File: src/hw/rtl/deq_pkg.sv
// Shared constants and types for the double-ended queue.
// Operation and status codes, field widths, controller/datapath structs.
// No dependencies.
package deq_pkg;

    // Default sizing
    localparam int CAPACITY_DEF   = 16;
    localparam int DATA_WIDTH_DEF = 32;

    // Beat field widths
    localparam int OP_W    = 3;
    localparam int VALUE_W = 32;
    localparam int POS_W   = 4;
    localparam int COUNT_W = 5;
    localparam int STAT_W  = 2;

    // Operation codes
    localparam logic [OP_W-1:0] OP_PUSH_BACK  = 3'd0;
    localparam logic [OP_W-1:0] OP_PUSH_FRONT = 3'd1;
    localparam logic [OP_W-1:0] OP_POP_BACK   = 3'd2;
    localparam logic [OP_W-1:0] OP_POP_FRONT  = 3'd3;
    localparam logic [OP_W-1:0] OP_READ_AT    = 3'd4;
    localparam logic [OP_W-1:0] OP_CLEAR      = 3'd5;

    // Status codes
    localparam logic [STAT_W-1:0] ST_OK        = 2'd0;
    localparam logic [STAT_W-1:0] ST_POP_EMPTY = 2'd1;
    localparam logic [STAT_W-1:0] ST_PUSH_FULL = 2'd2;
    localparam logic [STAT_W-1:0] ST_BAD_INDEX = 2'd3;

    // Controller to datapath
    typedef struct packed {
        logic load;   // capture request beat
        logic exec;   // update pointers, access ring memory
        logic emit;   // load response register
    } t_ctrl_cmd;

    // Datapath to controller
    typedef struct packed {
        logic out_free;   // response register empty or draining
    } t_ctrl_sts;

endpackage

File: src/hw/rtl/deq_if.sv
// Valid/ready channel interfaces for request and response beats.
// Depends on deq_pkg for field widths.
interface deq_req_if;
    logic                          valid;
    logic                          ready;
    logic [deq_pkg::OP_W-1:0]      operation;
    logic [deq_pkg::VALUE_W-1:0]   write_value;
    logic [deq_pkg::POS_W-1:0]     position;

    modport source (output valid, operation, write_value, position, input ready);
    modport sink   (input valid, operation, write_value, position, output ready);
endinterface

interface deq_rsp_if;
    logic                          valid;
    logic                          ready;
    logic [deq_pkg::VALUE_W-1:0]   read_value;
    logic [deq_pkg::COUNT_W-1:0]   element_count;
    logic                          is_empty;
    logic                          is_full;
    logic [deq_pkg::STAT_W-1:0]    status;

    modport source (output valid, read_value, element_count, is_empty, is_full, status,
                    input ready);
    modport sink   (input valid, read_value, element_count, is_empty, is_full, status,
                    output ready);
endinterface

File: src/hw/rtl/deq_ram.sv
// Generic single-port-write, single-port-read RAM with registered read.
// No dependencies.
module deq_ram #(
    parameter int WIDTH = 32,
    parameter int DEPTH = 16
) (
    input  logic                     i_clk,
    input  logic                     i_we,
    input  logic [$clog2(DEPTH)-1:0] i_waddr,
    input  logic [WIDTH-1:0]         i_wdata,
    input  logic                     i_re,
    input  logic [$clog2(DEPTH)-1:0] i_raddr,
    output logic [WIDTH-1:0]         o_rdata
);
    logic [WIDTH-1:0] r_mem [DEPTH];
    logic [WIDTH-1:0] r_rdata;

    always_ff @(posedge i_clk) begin
        if (i_we) begin
            r_mem[i_waddr] <= i_wdata;
        end
        if (i_re) begin
            r_rdata <= r_mem[i_raddr];
        end
    end

    assign o_rdata = r_rdata;
endmodule

File: src/hw/rtl/deq_ctrl.sv
// Sequencer for the double-ended queue: accept, execute, respond.
// Depends on deq_pkg for the command and status structs.
module deq_ctrl (
    input  logic               i_clk,
    input  logic               i_rst_n,
    input  logic               i_in_valid,
    output logic               o_in_ready,
    input  deq_pkg::t_ctrl_sts i_sts,
    output deq_pkg::t_ctrl_cmd o_cmd
);
    localparam logic [1:0] S_IDLE = 2'd0;
    localparam logic [1:0] S_EXEC = 2'd1;
    localparam logic [1:0] S_RESP = 2'd2;

    logic [1:0] r_state;
    logic [1:0] n_state;

    // Next state and commands
    always_comb begin
        n_state    = r_state;
        o_cmd      = '0;
        o_in_ready = 1'b0;
        unique case (r_state)
            S_IDLE: begin
                o_in_ready = 1'b1;
                if (i_in_valid) begin
                    o_cmd.load = 1'b1;
                    n_state    = S_EXEC;
                end
            end
            S_EXEC: begin
                o_cmd.exec = 1'b1;
                n_state    = S_RESP;
            end
            S_RESP: begin
                if (i_sts.out_free) begin
                    o_cmd.emit = 1'b1;
                    n_state    = S_IDLE;
                end
            end
            default: begin
                n_state = S_IDLE;
            end
        endcase
    end

    always_ff @(posedge i_clk) begin
        if (!i_rst_n) begin
            r_state <= S_IDLE;
        end else begin
            r_state <= n_state;
        end
    end
endmodule

File: src/hw/rtl/deq_dp.sv
// Datapath: request capture, head/count pointers, ring memory, response register.
// Depends on deq_pkg and deq_ram.
module deq_dp #(
    parameter int CAPACITY   = deq_pkg::CAPACITY_DEF,
    parameter int DATA_WIDTH = deq_pkg::DATA_WIDTH_DEF
) (
    input  logic                         i_clk,
    input  logic                         i_rst_n,
    input  deq_pkg::t_ctrl_cmd           i_cmd,
    output deq_pkg::t_ctrl_sts           o_sts,
    input  logic [deq_pkg::OP_W-1:0]     i_operation,
    input  logic [deq_pkg::VALUE_W-1:0]  i_write_value,
    input  logic [deq_pkg::POS_W-1:0]    i_position,
    output logic                         o_valid,
    input  logic                         i_ready,
    output logic [deq_pkg::VALUE_W-1:0]  o_read_value,
    output logic [deq_pkg::COUNT_W-1:0]  o_element_count,
    output logic                         o_is_empty,
    output logic                         o_is_full,
    output logic [deq_pkg::STAT_W-1:0]   o_status
);
    localparam int AW = $clog2(CAPACITY);
    localparam int CW = $clog2(CAPACITY + 1);
    localparam int XW = (DATA_WIDTH > deq_pkg::VALUE_W) ? DATA_WIDTH : deq_pkg::VALUE_W;
    localparam int PW = (CW > deq_pkg::POS_W) ? CW : deq_pkg::POS_W;
    localparam int OW = (CW > deq_pkg::COUNT_W) ? CW : deq_pkg::COUNT_W;
    localparam logic [CW:0]   CAP_SUM  = (CW + 1)'(CAPACITY);
    localparam logic [CW-1:0] CAP_CNT  = CW'(CAPACITY);
    localparam logic [AW-1:0] LAST_SLOT = AW'(CAPACITY - 1);

    // Captured request
    logic [deq_pkg::OP_W-1:0]  r_op;
    logic [DATA_WIDTH-1:0]     r_wval;
    logic [deq_pkg::POS_W-1:0] r_pos;

    // Queue state
    logic [AW-1:0] r_head;
    logic [CW-1:0] r_count;
    logic [AW-1:0] n_head;
    logic [CW-1:0] n_count;

    // Pending result
    logic                        r_use_rd;
    logic [deq_pkg::STAT_W-1:0]  r_stat;

    // Response register
    logic                          r_out_valid;
    logic [deq_pkg::VALUE_W-1:0]   r_out_value;
    logic [deq_pkg::COUNT_W-1:0]   r_out_count;
    logic                          r_out_empty;
    logic                          r_out_full;
    logic [deq_pkg::STAT_W-1:0]    r_out_stat;

    // Execute-stage logic
    logic                       full;
    logic                       empty;
    logic                       bad_index;
    logic [CW-1:0]              offset;
    logic [CW:0]                slot_sum;
    logic [CW:0]                slot_wrap;
    logic [AW-1:0]              slot;
    logic [AW-1:0]              head_inc;
    logic [AW-1:0]              head_dec;
    logic                       we;
    logic                       re;
    logic                       use_rd;
    logic [deq_pkg::STAT_W-1:0] stat;
    logic [DATA_WIDTH-1:0]      rdata;
    logic [XW-1:0]              wval_ext;
    logic [XW-1:0]              rdata_ext;
    logic [OW-1:0]              count_ext;
    logic [PW-1:0]              pos_ext;
    logic [PW-1:0]              cnt_pos_ext;

    assign full        = (r_count == CAP_CNT);
    assign empty       = (r_count == '0);
    assign pos_ext     = PW'(r_pos);
    assign cnt_pos_ext = PW'(r_count);
    assign bad_index   = (pos_ext >= cnt_pos_ext);
    assign head_inc    = (r_head == LAST_SLOT) ? '0 : r_head + AW'(1);
    assign head_dec    = (r_head == '0) ? LAST_SLOT : r_head - AW'(1);

    // Ring slot of element at offset from the front
    assign slot_sum  = (CW + 1)'(r_head) + (CW + 1)'(offset);
    assign slot_wrap = (slot_sum >= CAP_SUM) ? slot_sum - CAP_SUM : slot_sum;
    assign slot      = slot_wrap[AW-1:0];

    // Operation decode
    always_comb begin
        offset  = '0;
        n_head  = r_head;
        n_count = r_count;
        we      = 1'b0;
        re      = 1'b0;
        use_rd  = 1'b0;
        stat    = deq_pkg::ST_OK;
        unique case (r_op)
            deq_pkg::OP_PUSH_BACK: begin
                offset = r_count;
                if (full) begin
                    stat = deq_pkg::ST_PUSH_FULL;
                end else begin
                    we      = 1'b1;
                    n_count = r_count + CW'(1);
                end
            end
            deq_pkg::OP_PUSH_FRONT: begin
                if (full) begin
                    stat = deq_pkg::ST_PUSH_FULL;
                end else begin
                    we      = 1'b1;
                    n_head  = head_dec;
                    n_count = r_count + CW'(1);
                end
            end
            deq_pkg::OP_POP_BACK: begin
                offset = r_count - CW'(1);
                if (empty) begin
                    stat = deq_pkg::ST_POP_EMPTY;
                end else begin
                    re      = 1'b1;
                    use_rd  = 1'b1;
                    n_count = r_count - CW'(1);
                end
            end
            deq_pkg::OP_POP_FRONT: begin
                if (empty) begin
                    stat = deq_pkg::ST_POP_EMPTY;
                end else begin
                    re      = 1'b1;
                    use_rd  = 1'b1;
                    n_head  = head_inc;
                    n_count = r_count - CW'(1);
                end
            end
            deq_pkg::OP_READ_AT: begin
                offset = CW'(r_pos);
                if (bad_index) begin
                    stat = deq_pkg::ST_BAD_INDEX;
                end else begin
                    re     = 1'b1;
                    use_rd = 1'b1;
                end
            end
            deq_pkg::OP_CLEAR: begin
                n_count = '0;
            end
            default: begin
            end
        endcase
    end

    // Ring memory; push front writes the new head slot
    deq_ram #(
        .WIDTH (DATA_WIDTH),
        .DEPTH (CAPACITY)
    ) u_ram (
        .i_clk   (i_clk),
        .i_we    (i_cmd.exec && we),
        .i_waddr ((r_op == deq_pkg::OP_PUSH_FRONT) ? head_dec : slot),
        .i_wdata (r_wval),
        .i_re    (i_cmd.exec && re),
        .i_raddr (slot),
        .o_rdata (rdata)
    );

    assign wval_ext  = XW'(i_write_value);
    assign rdata_ext = XW'(rdata);
    assign count_ext = OW'(r_count);

    // Request capture
    always_ff @(posedge i_clk) begin
        if (i_cmd.load) begin
            r_op   <= i_operation;
            r_wval <= wval_ext[DATA_WIDTH-1:0];
            r_pos  <= i_position;
        end
        if (i_cmd.exec) begin
            r_use_rd <= use_rd;
            r_stat   <= stat;
        end
    end

    // Head and count
    always_ff @(posedge i_clk) begin
        if (!i_rst_n) begin
            r_head  <= '0;
            r_count <= '0;
        end else if (i_cmd.exec) begin
            r_head  <= n_head;
            r_count <= n_count;
        end
    end

    // Response register
    always_ff @(posedge i_clk) begin
        if (!i_rst_n) begin
            r_out_valid <= 1'b0;
        end else if (i_cmd.emit) begin
            r_out_valid <= 1'b1;
        end else if (i_ready) begin
            r_out_valid <= 1'b0;
        end
    end

    always_ff @(posedge i_clk) begin
        if (i_cmd.emit) begin
            r_out_value <= r_use_rd ? rdata_ext[deq_pkg::VALUE_W-1:0] : '0;
            r_out_count <= count_ext[deq_pkg::COUNT_W-1:0];
            r_out_empty <= empty;
            r_out_full  <= full;
            r_out_stat  <= r_stat;
        end
    end

    assign o_sts.out_free  = !r_out_valid || i_ready;
    assign o_valid         = r_out_valid;
    assign o_read_value    = r_out_value;
    assign o_element_count = r_out_count;
    assign o_is_empty      = r_out_empty;
    assign o_is_full       = r_out_full;
    assign o_status        = r_out_stat;
endmodule

File: src/hw/rtl/double_ended_queue.sv
// Double-ended queue in a ring memory, top level.
// Depends on deq_pkg, deq_if, deq_ctrl, deq_dp (which holds deq_ram).
//
// Usage:
//   Requests arrive on i_req (valid/ready). Each beat carries an operation
//   (push back/front, pop back/front, read at index, clear), a write value
//   and a position. Every request yields exactly one response beat on o_rsp
//   with the value read or removed, the element count afterwards, empty and
//   full flags and a status (ok, pop on empty, push on full, bad index).
//   Each request is captured, then the pointers update and the ring memory
//   is accessed, then the registered memory read lands in the response
//   register; a new request is accepted only once the last one is emitted.
//   Reset (i_rst_n low, synchronous) empties the queue and drops any pending
//   response; ring memory contents are not cleared and need no sweep.
//   When the receiver stalls, the response is held in the output register;
//   one further request is accepted and executed, then waits until that
//   register frees before the queue accepts again.
module double_ended_queue #(
    parameter int CAPACITY   = deq_pkg::CAPACITY_DEF,
    parameter int DATA_WIDTH = deq_pkg::DATA_WIDTH_DEF
) (
    input  logic       i_clk,
    input  logic       i_rst_n,
    deq_req_if.sink    i_req,
    deq_rsp_if.source  o_rsp
);
    deq_pkg::t_ctrl_cmd cmd;
    deq_pkg::t_ctrl_sts sts;
    logic               in_ready;

    // Sequencer
    deq_ctrl u_ctrl (
        .i_clk      (i_clk),
        .i_rst_n    (i_rst_n),
        .i_in_valid (i_req.valid),
        .o_in_ready (in_ready),
        .i_sts      (sts),
        .o_cmd      (cmd)
    );

    assign i_req.ready = in_ready;

    // Pointers, ring memory, response register
    deq_dp #(
        .CAPACITY   (CAPACITY),
        .DATA_WIDTH (DATA_WIDTH)
    ) u_dp (
        .i_clk           (i_clk),
        .i_rst_n         (i_rst_n),
        .i_cmd           (cmd),
        .o_sts           (sts),
        .i_operation     (i_req.operation),
        .i_write_value   (i_req.write_value),
        .i_position      (i_req.position),
        .o_valid         (o_rsp.valid),
        .i_ready         (o_rsp.ready),
        .o_read_value    (o_rsp.read_value),
        .o_element_count (o_rsp.element_count),
        .o_is_empty      (o_rsp.is_empty),
        .o_is_full       (o_rsp.is_full),
        .o_status        (o_rsp.status)
    );
endmodule
File: src/flat_wrapper.sv
// flat-port wrapper written by rule: the top's interface ports become plain ports
module double_ended_queue_flat 
#(
    parameter int CAPACITY   = deq_pkg::CAPACITY_DEF,
    parameter int DATA_WIDTH = deq_pkg::DATA_WIDTH_DEF
)
  (i_clk, i_rst_n, i_req_valid, i_req_operation, i_req_write_value, i_req_position, i_req_ready, o_rsp_valid, o_rsp_read_value, o_rsp_element_count, o_rsp_is_empty, o_rsp_is_full, o_rsp_status, o_rsp_ready);
  deq_req_if i_req_i ();
  deq_rsp_if o_rsp_i ();
  input  logic i_clk;
  input  logic i_rst_n;
  input wire logic [$bits(i_req_i.valid)-1:0] i_req_valid;
  input wire logic [$bits(i_req_i.operation)-1:0] i_req_operation;
  input wire logic [$bits(i_req_i.write_value)-1:0] i_req_write_value;
  input wire logic [$bits(i_req_i.position)-1:0] i_req_position;
  output wire logic [$bits(i_req_i.ready)-1:0] i_req_ready;
  output wire logic [$bits(o_rsp_i.valid)-1:0] o_rsp_valid;
  output wire logic [$bits(o_rsp_i.read_value)-1:0] o_rsp_read_value;
  output wire logic [$bits(o_rsp_i.element_count)-1:0] o_rsp_element_count;
  output wire logic [$bits(o_rsp_i.is_empty)-1:0] o_rsp_is_empty;
  output wire logic [$bits(o_rsp_i.is_full)-1:0] o_rsp_is_full;
  output wire logic [$bits(o_rsp_i.status)-1:0] o_rsp_status;
  input wire logic [$bits(o_rsp_i.ready)-1:0] o_rsp_ready;
  assign i_req_i.valid = i_req_valid;
  assign i_req_i.operation = i_req_operation;
  assign i_req_i.write_value = i_req_write_value;
  assign i_req_i.position = i_req_position;
  assign i_req_ready = i_req_i.ready;
  assign o_rsp_valid = o_rsp_i.valid;
  assign o_rsp_read_value = o_rsp_i.read_value;
  assign o_rsp_element_count = o_rsp_i.element_count;
  assign o_rsp_is_empty = o_rsp_i.is_empty;
  assign o_rsp_is_full = o_rsp_i.is_full;
  assign o_rsp_status = o_rsp_i.status;
  assign o_rsp_i.ready = o_rsp_ready;
  double_ended_queue #(.CAPACITY(CAPACITY), .DATA_WIDTH(DATA_WIDTH)) u_core (.i_clk(i_clk), .i_rst_n(i_rst_n), .i_req(i_req_i), .o_rsp(o_rsp_i));
endmodule
File: config.mk
export PLATFORM = sky130hd
export DESIGN_NAME = double_ended_queue_flat
export DESIGN_NICKNAME = d
export VERILOG_FILES = /design/src/hw/rtl/deq_pkg.sv /design/src/hw/rtl/deq_if.sv /design/src/hw/rtl/deq_ram.sv /design/src/hw/rtl/deq_ctrl.sv /design/src/hw/rtl/deq_dp.sv /design/src/hw/rtl/double_ended_queue.sv /design/src/flat_wrapper.sv
export SDC_FILE = /design/constraint.sdc
export NUM_CORES = 1
export LEC_CHECK = 0
export BUFFER_PORTS_ARGS = -buffer_cell sky130_fd_sc_hd__buf_2
export CAP_MARGIN = 30
export CORE_MARGIN = 10
export CORE_UTILIZATION = 40
export CTS_CLUSTER_DIAMETER = 60
export CTS_CLUSTER_SIZE = 8
export DETAILED_ROUTE_END_ITERATION = 10
export GPL_TIMING_DRIVEN = 0
export SYNTH_ARGS = -nofsm -noshare
export SYNTH_HDL_FRONTEND = slang
export SYNTH_SLANG_ARGS = --single-unit
File: constraint.sdc
create_clock -name i_clk -period 7.6 [get_ports i_clk]
set_input_delay 1.14 -clock i_clk [delete_from_list [all_inputs] [get_ports i_clk]]
set_output_delay 1.14 -clock i_clk [all_outputs]
set_load 0.01 [all_outputs]
==> results.txt, run 1 <==
----------------------------------------------------
[Clocking]
  TritonCTS clock tree ... built
  Cts bufs inserted ... 90
  CTS hold repair buffers ... 0
  Clock sinks ... 639
  Post-cts sizing count ... 0
  Clock latency on the worst-skew pair ... 0.63 ns
  CTS H-tree depth ... 3
  Root Driver ... sky130_fd_sc_hd__clkbuf_16
  CTS clock-pin slew for the worst setup and hold paths ... roughly 0.05 ns
  Number of post-CTS setup repair buffers ... 0
  Max clock buf depth ... 3

[Layout]
  Antenna fix cells ... 0
  Area growth syn-to-layout ... 19.02%
  Final nets ... between 1,000 and 1,500
  Ratio of cells with drive above 1 in the final layout ... 27.80%

[Yosys]
  Most instantiated library cell after synthesis ... sky130_fd_sc_hd__edfxtp_1
  Cell type contributing the most total cell area after synthesis ... sky130_fd_sc_hd__edfxtp_1
  Mean area per synthesized cell ... 20.23 µm²
  Net count after synthesis ... about 1,300
  Leading register cell type out of synthesis ... sky130_fd_sc_hd__edfxtp_1
  Sequential share of the synthesized area ... 77.90%
  Library cells used by synthesis ... between 50 and 60
  Warnings from Yosys ... 0
  Leading post-synthesis cells by instance count ... sky130_fd_sc_hd__edfxtp_1, sky130_fd_sc_hd__mux4_2, sky130_fd_sc_hd__nand3_1, sky130_fd_sc_hd__clkbuf_1, sky130_fd_sc_hd__and2_1
  Top post-synthesis cells by area ... sky130_fd_sc_hd__edfxtp_1, sky130_fd_sc_hd__mux4_2, sky130_fd_sc_hd__nand3_1
  Synthesized instance count ... 1,210
  Yosys reg bits ... 639
  Cell area after technology mapping ... around 24,000 µm²
  Asr flop ratio synth ... 0%
  Top cell type's share of synthesized area ... 76.92%
  Post-synth EDFFs ... between 600 and 700

[Detailed routing]
  Pre-antenna DRT Iters ... 5
  Detailed Route Iter0 Violations ... about 1,200
  Overall routed net length ... about 57,000 µm
  Vias post-DR ... 12,460
  Remaining antenna violation count ... 0
  Wire length per cell after detailed routing ... ~25 µm
  Post-route DRC ... 0
  Vias per inst ... 5.566

[GRT]
  Remaining global-route overflow ... 0
  Wire length of the first global-routing pass ... 84,990 µm
  Number of antenna violations at the first check in global routing ... 0
  Largest net degree at the start of global routing ... 28
  Vias in the first global route ... 13,070
  Total GRT Usage ... between 15 and 20%

[Floorplanning]
  Total Die Area ... 71,490 µm²
  Effective utilization at floorplan ... just over 40%
  Boundary pin count ... between 80 and 90
  Standard-cell row count ... 90
  Core region area ... ~60,000 µm²
  Overall die height ... 267.4 µm
  Die Span X ... 267.4 µm

[Placed design]
  PortBufs ... 85
  Dpl hpwl ... 37,410 µm
  GP Congestion ... 0.8022
  Setup WS pre-CTS ... 2.396 ns

[STA]
  Final critical path time including I/O delays and setup ... 5.293 ns
  Unrepaired setup endpoints after global routing ... no
  Total Neg Setup Slack ... 0 ns
  Maximum clock frequency ... 188.9 MHz
  Final setup slack of the worst path ... 2.307 ns
  Final number of hold-violating endpoints ... 0
  Count of final max-slew check failures ... 0
  Crit share post-route ... 69.64%
  Transition time at the pin with the least slew margin ... 0.9599 ns
  Setup Viol. Count Final ... 0
  Worst slew margin relative to its limit ... 35.66%
  Worst hold slack after final layout ... between 0.4 and 0.5 ns
  Worst clock skew on the final layout ... 0.02205 ns

[Critical path]
  Critical path arrival ... about 5.6 ns
  Data required, critical path ... 7.92 ns
  Worst Setup Path Type ... flop to flop
  Nature of the critical path startpoint ... flop
  Critical Path End Type ... flop
  Worst reg2reg path depth ... 16
  Biggest fanout along the worst timing path ... 10

[Worst hold path]
  Worst hold path type ... flop to flop
  Worst hold path stage count ... 0

[Outcome]
  Result of the run ... finished, final reports clean

[Run]
  Count of max-cap constraint violations ... 0

[Power]
  Total chip power ... 8.031 mW
  P per Cell Area ... about 280 nW/µm²
  Peak supply drop ... between 0.15 and 0.2 mV
  Leakage power ... 9.363 nW

----------------------------------------------------
## kinds of logic after synthesis
family | after synthesis | share of synthesized area, %
adder cells (fa/ha/maj) | 13 | 0.6952
flip-flops | 639 | 77.90
buffers and inverters | 76 | 1.217
AND/OR/NAND/NOR | 285 | 6.231
XOR/XNOR | 8 | 0.3936
multiplexers | 134 | 12.07
AO/OA/AOI/OAI | 55 | 1.488
## report_power, final
part	leakage, nW	switching (mW)	total (mW)	internal, mW
sequential	5.77	0.0518	3.99	3.93
combinational	2.41	0.311	0.531	0.220
clock	1.18	1.37	3.51	2.14
## final cells by class
| class | instances | area (µm²) |
|---|---|---|
| fill | 4891 | 31340 |
| timing repair buffer | 141 | 1169 |
| buffer | 64 | 252.7 |
| inverter | 12 | 45.04 |
| sequential | 639 | 19070 |
| clock buffer | 97 | 2300 |
| multi-input combinational | 495 | 5216 |
| clock inverter | 9 | 102.6 |
| tap | 782 | 978.4 |
## metal layers
metal  vias to the layer above  global-route usage (%)  part of all wire, %
li1                       5422                       -                    -
met1                      6453                   21.17                   42
met2                       464                   26.27                   49
met3                       123                   3.394                  6.6
met4                         0                   6.049                  3.0
met5                         -                       0                    0
## sequential cells by signal (all words and copies together) (netlist names)
register	count
u_core.u_ctrl.r_state	2
u_core.u_dp.cnt_pos_ext	5
u_core.u_dp.o_element_count	5
u_core.u_dp.o_is_empty	1
u_core.u_dp.o_is_full	1
u_core.u_dp.o_read_value	32
u_core.u_dp.o_status	2
u_core.u_dp.o_valid	1
u_core.u_dp.r_head	4
u_core.u_dp.r_op	3
u_core.u_dp.r_pos	4
u_core.u_dp.r_stat	2
u_core.u_dp.r_use_rd	1
u_core.u_dp.r_wval	32
u_core.u_dp.u_ram.o_rdata	32
u_core.u_dp.u_ram.r_mem	512
## path summary, 6_finish.rpt
kind / startpoint / endpoint / slack [ns]
setup reg to reg: u_core.u_dp.r_op[1]$_DFFE_PP_ / u_core.u_dp.u_ram.r_mem[7][15]$_DFFE_PP_ / 2.31
setup / recovery: u_core.u_dp.r_op[1]$_DFFE_PP_ / u_core.u_dp.u_ram.r_mem[7][15]$_DFFE_PP_ / 2.31
hold reg to reg: u_core.u_dp.r_stat[0]$_DFFE_PN_ / u_core.u_dp.o_status[0]$_DFFE_PP_ / 0.43
hold / removal: u_core.u_dp.r_stat[0]$_DFFE_PN_ / u_core.u_dp.o_status[0]$_DFFE_PP_ / 0.43
## critical path, cell delays in order (launching register included)
cell and delay [ns]:
sky130_fd_sc_hd__edfxtp_1 0.31, sky130_fd_sc_hd__clkbuf_1 0.28, sky130_fd_sc_hd__clkbuf_1 0.38, sky130_fd_sc_hd__xnor2_1 0.17, sky130_fd_sc_hd__nor2_1 0.06, sky130_fd_sc_hd__a21oi_1 0.15
sky130_fd_sc_hd__nor2_1 0.08, sky130_fd_sc_hd__ha_1 0.35, sky130_fd_sc_hd__clkbuf_1 0.39, sky130_fd_sc_hd__buf_2 0.44, sky130_fd_sc_hd__buf_1 0.50, sky130_fd_sc_hd__inv_1 0.12
sky130_fd_sc_hd__nor3_1 0.23, sky130_fd_sc_hd__a31oi_1 0.18, sky130_fd_sc_hd__nor3_2 0.85, sky130_fd_sc_hd__buf_6 0.28, sky130_fd_sc_hd__buf_6 0.19
## stage by stage
stage          instances  area, µm²  util [%]
2_1_floorplan       1210      24480         -
3_3_place_gp        2077      25880     42.80
3_5_place_dp        2129      26670     44.11
4_1_cts             2235      29080     48.08
5_1_grt             2239      29130     48.18
6_report            2239      29130     48.18
## cells in the final DEF, fill, tap and decap left out, types with 13 or more instances in the layout
master | netlist | final
sky130_fd_sc_hd__clkbuf_1 | 50 | 56
sky130_fd_sc_hd__a21oi_1 | 19 | 19
sky130_fd_sc_hd__buf_2 | 7 | 92
sky130_fd_sc_hd__mux4_2 | 129 | 129
sky130_fd_sc_hd__nand2_1 | 13 | 13
sky130_fd_sc_hd__nand4_1 | 31 | 31
sky130_fd_sc_hd__nand3_1 | 128 | 128
sky130_fd_sc_hd__nor2_1 | 24 | 18
sky130_fd_sc_hd__clkbuf_16 | 0 | 91
sky130_fd_sc_hd__edfxtp_1 | 627 | 627
sky130_fd_sc_hd__buf_6 | 0 | 28
sky130_fd_sc_hd__buf_8 | 0 | 14
sky130_fd_sc_hd__and2_1 | 39 | 37
Power figures use the tool's default switching activity.
==> inputs of run 2 (changes only) <==
==> constraint.sdc (replaced) <==
create_clock -name i_clk -period 5.3 [get_ports i_clk]
set_input_delay 0.795 -clock i_clk [delete_from_list [all_inputs] [get_ports i_clk]]
set_output_delay 0.795 -clock i_clk [all_outputs]
set_load 0.01 [all_outputs]
==> run 2 against run 1 <==
Compared with the run above:
- fmax grew 8.4%
- largest cell class unchanged
- utilization hardly changed
- sequential share of layout area increased by 0.054 points
- worst hold slack worse by 0.060 ns
- highest routed layer unchanged
- first-iteration DRC count grew 18%
- final cell count shrank 0.45%
- clock power up 42%
==> results.txt, run 2 (synthesis results as in run 1) <==
----------------------------------------------------
[Outcome]
  Result of the run ... finished, final reports clean (unchanged)

[Clocking]
  Number of post-CTS setup repair buffers ... 0 (unchanged)
  TritonCTS clock tree ... built (unchanged)
  Clock latency on the worst-skew pair ... 0.61 ns (was 0.63 ns)
  Root Driver ... sky130_fd_sc_hd__clkbuf_16 (unchanged)
  Clock sinks ... 639 (unchanged)
  CTS clock-pin slew for the worst setup and hold paths ... 0.05 ns (about the same)
  Cts bufs inserted ... 89 (was 90)
  CTS hold repair buffers ... 0 (unchanged)
  CTS H-tree depth ... 3 (unchanged)
  Max clock buf depth ... 3 (unchanged)

[Floorplanning]
  Total Die Area ... 71,490 µm² (unchanged)
  Boundary pin count ... 86 (unchanged)
  Core region area ... 60,470 µm² (unchanged)
  Effective utilization at floorplan ... 40.48% (unchanged)
  Overall die height ... 267.4 µm (unchanged)
  Die Span X ... 267.4 µm (unchanged)
  Standard-cell row count ... 90 (unchanged)

[Power]
  Clock Power Share ... 43.6% (was 43.8%)
  Fraction of power consumed by combinational cells ... 6.6% (about the same)
  Internal cell power ... 9.019 mW (was 6.294 mW)
  Net switching power figure ... 2.444 mW (was 1.736 mW)
  Peak supply drop ... 0.2206 mV (was 0.1663 mV)
  Leakage power ... 9.347 nW (was 9.363 nW)
  Total chip power ... 11.46 mW (was 8.031 mW)
  Share of total power in sequential cells ... 49.8% (was 49.6%)
  Switching part of the total ... 21.32% (was 21.62%)
  P per Cell Area ... 393.8 nW/µm² (was 275.7 nW/µm²)

[STA]
  Worst clock skew on the final layout ... 0.01072 ns (was 0.02205 ns)
  Unrepaired setup endpoints after global routing ... no (unchanged)
  Crit share post-route ... 92.11% (was 69.64%)
  Worst hold slack after final layout ... 0.3658 ns (was 0.4256 ns)
  Final critical path time including I/O delays and setup ... 4.882 ns (was 5.293 ns)
  Setup Viol. Count Final ... 0 (unchanged)
  Worst slew margin relative to its limit ... 34.11% (was 35.66%)
  Maximum clock frequency ... 204.8 MHz (was 188.9 MHz)
  Final setup slack of the worst path ... 0.4180 ns (was 2.307 ns)
  Count of final max-slew check failures ... 0 (unchanged)
  Transition time at the pin with the least slew margin ... 0.9831 ns (was 0.9599 ns)
  Total Neg Setup Slack ... 0 ns (unchanged)
  Final number of hold-violating endpoints ... 0 (unchanged)

[Worst hold path]
  Worst hold path type ... primary input to flop (was flop to flop)
  Hold Crit Endpoint ... u_core.u_dp.r_wval[24]$_DFFE_PP_ (was u_core.u_dp.o_status[0]$_DFFE_PP_)
  Startpoint of the most critical hold path ... i_req_write_value[24] (was u_core.u_dp.r_stat[0]$_DFFE_PN_)
  Worst hold path stage count ... 1 (was 0)

[Critical path]
  Data required, critical path ... 5.60 ns (was 7.92 ns)
  Biggest fanout along the worst timing path ... 10 (unchanged)
  Worst reg2reg path depth ... 15 (was 16)
  Nature of the critical path startpoint ... flop (unchanged)
  Critical path arrival ... 5.18 ns (was 5.61 ns)
  Launch point of the worst reg-to-reg path ... u_core.u_dp.r_op[1]$_DFFE_PP_ (unchanged)
  Critical Path End Type ... flop (unchanged)
  Critical R2R Capture ... u_core.u_dp.u_ram.r_mem[0][18]$_DFFE_PP_ (was u_core.u_dp.u_ram.r_mem[7][15]$_DFFE_PP_)
  Worst Setup Path Type ... flop to flop (unchanged)
  R2R setup slack ... 0.42 ns (was 2.31 ns)

[Detailed routing]
  Detailed Route Iter0 Violations ... 1,364 (was 1,159)
  Vias post-DR ... 12,480 (was 12,460)
  Post-route DRC ... 0 (unchanged)
  Wire length per cell after detailed routing ... 25.38 µm (was 25.43 µm)
  Remaining antenna violation count ... 0 (unchanged)
  Overall routed net length ... 56,570 µm (was 56,940 µm)
  Pre-antenna DRT Iters ... 5 (unchanged)
  Vias per inst ... 5.600 (was 5.566)

[Layout]
  Number of flip-flops in the largest register ... 512 (unchanged)
  Area growth syn-to-layout ... 18.92% (was 19.02%)
  Design Area, Final ... 29,110 µm² (was 29,130 µm²)
  Most used cells in the layout excluding fill and tap cells ... sky130_fd_sc_hd__edfxtp_1, sky130_fd_sc_hd__mux4_2, sky130_fd_sc_hd__nand3_1 (unchanged)
  Cell Count, Final, Fillers Out ... 2,229 (was 2,239)
  Most common library cell in the layout ignoring fill and taps ... sky130_fd_sc_hd__edfxtp_1 (unchanged)
  Ratio of cells with drive above 1 in the final layout ... 27.37% (was 27.80%)
  Final core utilization ... 48.14% (was 48.18%)
  Register name with the most flops ... u_core.u_dp.u_ram.r_mem (unchanged)
  Count of filler cells inserted in the layout ... 4,903 (was 4,891)
  Antenna fix cells ... 0 (unchanged)
  Final nets ... 1,493 (was 1,499)

[GRT]
  Remaining global-route overflow ... 0 (unchanged)
  Largest net degree at the start of global routing ... 28 (unchanged)
  Wire length of the first global-routing pass ... 84,180 µm (was 84,990 µm)
  Number of antenna violations at the first check in global routing ... 0 (unchanged)
  Total GRT Usage ... 16.01% (was 16.17%)
  Vias in the first global route ... 13,000 (was 13,070)

[Placed design]
  Cell area after placement ... 26,690 µm² (was 26,670 µm²)
  PortBufs ... 85 (unchanged)
  Setup WS pre-CTS ... -0.2689 ns (was 2.396 ns)
  Cell count after placement ... 2,126 (was 2,129)
  GP Congestion ... 0.7891 (was 0.8022)
  Dpl hpwl ... 37,490 µm (was 37,410 µm)

[Run]
  Count of max-cap constraint violations ... 0 (unchanged)

----------------------------------------------------
==> run 2: timing repair <==
| item | CTS | global route |
|---|---|---|
| endpoints found under the hold margin | 0 | 0 |
| endpoints found under the setup margin | 39 | 13 |
| gates resized for setup | 0 | 1 |
==> run 2: critical path: stages (launching register included) <==
cell and delay, ns:
sky130_fd_sc_hd__edfxtp_1 0.31, sky130_fd_sc_hd__clkbuf_1 0.28, sky130_fd_sc_hd__clkbuf_1 0.38, sky130_fd_sc_hd__xnor2_1 0.18, sky130_fd_sc_hd__nor2_1 0.06, sky130_fd_sc_hd__a21oi_1 0.14
sky130_fd_sc_hd__nor2_1 0.08, sky130_fd_sc_hd__ha_1 0.24, sky130_fd_sc_hd__fa_1 0.45, sky130_fd_sc_hd__xnor2_1 0.23, sky130_fd_sc_hd__clkbuf_1 0.47, sky130_fd_sc_hd__nand2_1 0.15
sky130_fd_sc_hd__o32a_1 0.34, sky130_fd_sc_hd__nor3_2 0.79, sky130_fd_sc_hd__buf_6 0.28, sky130_fd_sc_hd__buf_6 0.19
==> run 2: final cells by class <==
| cell class | instances | area (µm²) | area share [%] |
|---|---|---|---|
| inverters | 12 | 45.04 | 0.1547 |
| clock buffers | 100 | 2354 | 8.085 |
| multi-input cells | 495 | 5229 | 17.96 |
| repair buffers | 137 | 1162 | 3.993 |
| well taps | 782 | 978.4 | 3.361 |
| flip-flops and latches | 639 | 19070 | 65.51 |
| plain buffers | 63 | 251.5 | 0.8640 |
| clock inverters | 1 | 20.02 | 0.06878 |
==> run 2: worst max path at each step <==
| stage | startpoint | end | slack (ns) | depth (start not counted) |
|---|---|---|---|---|
| 6_report | u_core.u_dp.r_op[1]$_DFFE_PP_ | u_core.u_dp.u_ram.r_mem[0][18]$_DFFE_PP_ | 0.42 | 15 |
| 3_5_place_dp | u_core.u_dp.r_op[1]$_DFFE_PP_ | u_core.u_dp.u_ram.r_mem[7][14]$_DFFE_PP_ | -0.27 | 17 |
| 5_1_grt | u_core.u_dp.r_op[1]$_DFFE_PP_ | u_core.u_dp.u_ram.r_mem[0][18]$_DFFE_PP_ | 0.15 | 15 |
| 3_3_place_gp | u_core.u_dp.r_op[1]$_DFFE_PP_ | u_core.u_dp.u_ram.r_mem[14][14]$_DFFE_PP_ | -3.74 | 13 |
| 4_1_cts | u_core.u_dp.r_op[1]$_DFFE_PP_ | u_core.u_dp.u_ram.r_mem[7][14]$_DFFE_PP_ | 0.30 | 16 |
| 2_1_floorplan | u_core.u_dp.r_op[1]$_DFFE_PP_ | u_core.u_dp.u_ram.r_mem[7][0]$_DFFE_PP_ | -0.08 | 14 |
==> run 2: layer usage <==
| layer | vias to the layer above | wire length [µm] | GRT usage [%] | part of all wire (%) |
|---|---|---|---|---|
| met5 | - | 0 | 0 | 0 |
| met4 | 0 | 1347 | 5.328 | 2.4 |
| met3 | 88 | 3801 | 3.036 | 6.7 |
| met2 | 458 | 27240 | 25.79 | 48 |
| met1 | 6540 | 24180 | 21.63 | 43 |
| li1 | 5397 | - | - | - |
==> run 2: power by group through the flow <==
stage               Combinational, mW  Sequential [mW]  Clock [mW]
detailed placement              0.759             5.81           0
global route                    0.817             5.72        5.30
CTS                             0.761             5.71        5.09
floorplan                       0.475             5.78           0
finish                          0.758             5.71        4.99
global placement                0.719             5.80           0
